===== src/rtl/segint_pkg.sv =====
// shared types and constants for the segment intersection block
package segint_pkg;

  localparam int IN_WIDTH        = 16;
  localparam int OUT_WIDTH       = 24;
  localparam int QUOT_BITS       = 24;
  localparam int COORD_WIDTH_DEF = 16;
  localparam int FRAC_BITS_DEF   = 8;

  typedef enum logic [1:0] {
    OUT_NONE      = 2'd0,
    OUT_POINT     = 2'd1,
    OUT_COLLINEAR = 2'd2
  } outcome_e;

  typedef struct packed {
    logic signed [IN_WIDTH-1:0] ax;
    logic signed [IN_WIDTH-1:0] ay;
    logic signed [IN_WIDTH-1:0] bx;
    logic signed [IN_WIDTH-1:0] by_coord;
    logic signed [IN_WIDTH-1:0] cx;
    logic signed [IN_WIDTH-1:0] cy;
    logic signed [IN_WIDTH-1:0] dx;
    logic signed [IN_WIDTH-1:0] dy;
  } seg_in_t;

  typedef struct packed {
    outcome_e                    outcome;
    logic signed [OUT_WIDTH-1:0] point_x;
    logic signed [OUT_WIDTH-1:0] point_y;
  } seg_out_t;

  typedef struct packed {
    logic                        valid;
    outcome_e                    outcome;
    logic                        neg_x;
    logic                        neg_y;
    logic                        ovf_x;
    logic                        ovf_y;
    logic signed [OUT_WIDTH-1:0] fix_x;
    logic signed [OUT_WIDTH-1:0] fix_y;
  } segint_ctl_t;

endpackage


===== src/rtl/segint_div_cell.sv =====
// one restoring divider cell, resolves one quotient bit for both coordinates
module segint_div_cell import segint_pkg::*; #(
  parameter int AW  = 64,
  parameter int IDX = 0
) (
  input  logic                 clk_i,
  input  logic                 rst_ni,
  input  segint_ctl_t          ctl_i,
  input  logic [AW-1:0]        d_i,
  input  logic [AW-1:0]        rx_i,
  input  logic [AW-1:0]        ry_i,
  input  logic [QUOT_BITS-1:0] qx_i,
  input  logic [QUOT_BITS-1:0] qy_i,
  output segint_ctl_t          ctl_o,
  output logic [AW-1:0]        d_o,
  output logic [AW-1:0]        rx_o,
  output logic [AW-1:0]        ry_o,
  output logic [QUOT_BITS-1:0] qx_o,
  output logic [QUOT_BITS-1:0] qy_o
);

  logic [AW:0] dsh, tx, ty;
  logic [QUOT_BITS-1:0] qx_d, qy_d;
  logic [AW-1:0] rx_d, ry_d;

  segint_ctl_t ctl_q;
  logic [AW-1:0] d_q, rx_q, ry_q;
  logic [QUOT_BITS-1:0] qx_q, qy_q;

  always_comb begin
    dsh  = {1'b0, d_i} << IDX;
    tx   = {1'b0, rx_i} - dsh;
    ty   = {1'b0, ry_i} - dsh;
    qx_d = qx_i;
    qy_d = qy_i;
    qx_d[IDX] = ~tx[AW];
    qy_d[IDX] = ~ty[AW];
    rx_d = tx[AW] ? rx_i : tx[AW-1:0];
    ry_d = ty[AW] ? ry_i : ty[AW-1:0];
  end

  always_ff @(posedge clk_i or negedge rst_ni) begin
    if (!rst_ni) begin
      ctl_q <= '0;
      d_q   <= '0;
      rx_q  <= '0;
      ry_q  <= '0;
      qx_q  <= '0;
      qy_q  <= '0;
    end else begin
      ctl_q <= ctl_i;
      d_q   <= d_i;
      rx_q  <= rx_d;
      ry_q  <= ry_d;
      qx_q  <= qx_d;
      qy_q  <= qy_d;
    end
  end

  assign ctl_o = ctl_q;
  assign d_o   = d_q;
  assign rx_o  = rx_q;
  assign ry_o  = ry_q;
  assign qx_o  = qx_q;
  assign qy_o  = qy_q;

endmodule


===== config.mk =====
export PLATFORM = sky130hd
export DESIGN_NAME = segint_div_cell
export DESIGN_NICKNAME = d
export VERILOG_FILES = /design/src/rtl/segint_pkg.sv /design/src/rtl/segint_div_cell.sv
export SDC_FILE = /design/constraint.sdc
export NUM_CORES = 1
export LEC_CHECK = 0
export BUFFER_PORTS_ARGS = -buffer_cell sky130_fd_sc_hd__buf_2
export CORE_AREA = 2 2 227 229
export DETAILED_ROUTE_END_ITERATION = 8
export DIE_AREA = 0 0 229 231
export PLACE_DENSITY = 0.59
export SKIP_CTS_REPAIR_TIMING = 1
export SLEW_MARGIN = 20
export SYNTH_ARGS = -nofsm -noshare
export SYNTH_HDL_FRONTEND = slang
export SYNTH_SLANG_ARGS = --single-unit

===== constraint.sdc =====
create_clock -name clk_i -period 0.8 [get_ports clk_i]
set_input_delay 0.08 -clock clk_i [delete_from_list [all_inputs] [get_ports clk_i]]
set_output_delay 0.08 -clock clk_i [all_outputs]
set_load 0.1 [all_outputs]

==> metrics.txt <==
status=finished, violations left; failing checks=hold timing, setup timing; Syn. warnings=0; antenna violations before repair=20; final setup TNS=-354.14 ns; adder-cell share of the synthesized area=9.94%; setup slack after layout=-1.92 ns; max_slew headroom=57.5%; Clock Sink Count=295; RSZ-0062 raised after global routing=true; I/O pins=592; Buf+Inv Stages, Crit Path=5; Compound-Gate Fraction of Synth Area=22.2%; post-synth top area cell=dfrtp_1; top cell type's share of synthesized area=44.7%; clock-pin slew on the worst setup and hold paths=0.06 ns; clock share of power=25.5%; worst path cell trace=buf_2 > inv_1 > ha_1 > and4_1 > o311a_4 > o2111ai_4 > a211oi_4 > a211oi_2 > o21ai_2 > nor4b_4 > nor4_4 > buf_6 > buf_12 > buf_16 > a211oi_2 > a21o_1; Die Y=231 microns; max cap viols=0; TritonCTS Buffers=38; Syn Std Cell Area=16500 sq um; Via density=5.10; VDD IR-drop max=0.00159 V; net switching power=0.0316 W; setup violators final=430; Die Area=52900 sq um; Int Power=0.0446 W; Die X=229 microns; synth unique cells=75; Final GP Congestion=0.984; Crit-path slowest cell=ha_1; Syn Nets=2187; register area share after synthesis=44.7%; Residual DRC=0; initial core utilization=32.6%; Hold WS=-0.298 ns; worst setup path class=in2reg; Hold Path Depth=1; I/O Buffers=589; CTS Root Cell=clkbuf_16; DPL Wire Length=59800 microns; H-tree Lvls=2; leading cell type by number of instances after synthesis=dfrtp_1; Util after Layout=72.5%; delay-heaviest family, CP=compound AO/OA/AOI/OAI gates; CP dominant cell by count=a211oi_2; simple-gate share of the synthesized area=12.8%; Vias=20300; Sw Share=41.5%; main combinational cell family by area after synthesis=compound AO/OA/AOI/OAI gates; CP endpoint kind=register; mux contribution to synthesized area=0.401%; Detail Route Antenna Nets=0; GRT Total Usage=26.2%; Logic pwr share=50.4%; first drt pass iteration count=5; CTS tree=yes; number of synthesized register bits=295; fmax=367 MHz; Startpoint Class=input port; Levels on crit path=16; pwr/cell area=2070 nW/um^2; Place WS=-2.81 ns; deepest clock path buffer count=3; Final Total Pwr=0.0762 W; post-synthesis async set-or-reset flop share=100%; Tcrit/Tclk final=340%; final hold viol count=3; Mapped Cells=1760; Syn Area/Cell=9.39 sq um; fin. max-slew vios=0; Core Box Area=50700 sq um; DR iter-0 viols=1173; Total Routed Length=88000 microns; P_leak=17.2 nW; Final Critical Period=2.72 ns; Required @ worst endpoint=1.28 ns; routed length per instance=22.1 microns; Nets=3686; synthesis-to-finish area growth=122%; largest net degree at the start of global routing=72; Main synth FF type=dfrtp_1; Cell Rows=83; worst slew pin tran=0.628 ns; layout cells sized above 1=57.9%; CP max stage delay=0.37 ns; HP Class=in2reg; Flop pwr share=24.1%; grt ovf=0; vias in the first global route=18700; top cells by area, synth=dfrtp_1, ha_1, o21ai_0, nand2_1, a21oi_1; XOR/XNOR Fraction of Synth Area=5.94%; synth cell count leaders=dfrtp_1, nand2_1, o21ai_0; first-pass GRT wire length=107000 microns; WP data arrival=3.20 ns; Post-synth EDFFs=0; critical path fanouts, max=9
==> cells in the final DEF, fill, tap and decap left out, types with 8 or more instances in the layout <==
master,netlist,layout
buf_4,0,577
buf_12,0,322
dlygate4sd3_1,0,296
dfrtp_2,0,294
buf_2,15,287
a21oi_1,162,141
nand2_1,219,131
ha_1,128,107
inv_1,93,85
nor2_1,85,77
o21ai_0,190,75
o21ai_2,1,73
xnor2_1,68,67
a21o_1,67,66
clkbuf_16,0,57
nand2_4,0,52
xor2_1,44,44
nand4_1,40,40
nand2_2,0,36
o21ai_1,2,32
o21bai_1,30,30
nand3_1,19,19
buf_6,1,19
a21oi_2,2,18
ha_4,0,18
nor2b_1,15,14
o21a_1,14,14
o211ai_1,13,13
nand2b_1,14,13
o21ai_4,0,13
and2_1,15,13
diode_2,0,12
nor3_1,16,11
buf_8,0,11
and3_1,10,10
a211oi_2,1,10
bufinv_16,0,9
a31oi_1,11,8
clkinv_2,0,8
==> sequential cells by signal, indices dropped and copies added (netlist names) <==
| name | cells |
|---|---|
| ctl_o | 55 |
| d_o | 64 |
| qx_o | 24 |
| qy_o | 24 |
| rx_o | 64 |
| ry_o | 64 |
==> logic make-up (layout without fill, tap and decap cells) <==
kind of cell,after synthesis,after routing
AO/OA/AOI/OAI,589,589
AND/OR/NAND/NOR,460,460
flip-flops,295,295
buffers and inverters,168,1696
adder cells (fa/ha/maj),130,130
XOR/XNOR,112,112
multiplexers,6,6
other,0,12
==> worst paths after layout <==
kind                       slack (ns)        to  startpoint
max in group asynchronous       -0.09   d_o[21]      rst_ni
hold / removal                  -0.30    d_o[1]      d_i[1]
setup / recovery                -1.92   rx_o[3]      d_i[6]
min in group asynchronous        0.14  rx_o[19]      rst_ni
==> per-stage QoR <==
step | instance area (sq um) | cells
final | 36700 | 3980
after global routing | 36700 | 3976
after CTS | 31000 | 3608
after detailed placement | 29600 | 3539
after global placement | 29600 | 3539
after floorplan | 17300 | 1760
==> routing by layer <==
metal | up-vias | part of all wire [%] | wire length, microns | global-route usage, %
li1 | 9282 | - | - | -
met1 | 9897 | 37 | 32500 | 30.0
met2 | 875 | 52 | 45400 | 47.7
met3 | 249 | 6.5 | 5750 | 5.90
met4 | 14 | 4.7 | 4160 | 9.54
met5 | - | 0.095 | 84 | 0
==> power groups by stage <==
stage | Clock, W | Combinational, W | Sequential, W
finish | 0.0194 | 0.0384 | 0.0184
global route | 0.0202 | 0.0398 | 0.0185
CTS | 0.0195 | 0.0329 | 0.0183
detailed placement | 0 | 0.0328 | 0.0186
global placement | 0 | 0.0326 | 0.0186
floorplan | 0 | 0.00685 | 0.0293
==> final cells by class <==
cell class	instances	area (sq um)
clock buffers	46	1010
multi-input cells	1297	10300
inverters	94	395
clock inverters	23	368
fillers	3334	13900
repair buffers	1533	16100
diodes	12	30.0
flip-flops and latches	295	7750
well taps	680	851
(Power assumes the default switching activity.)
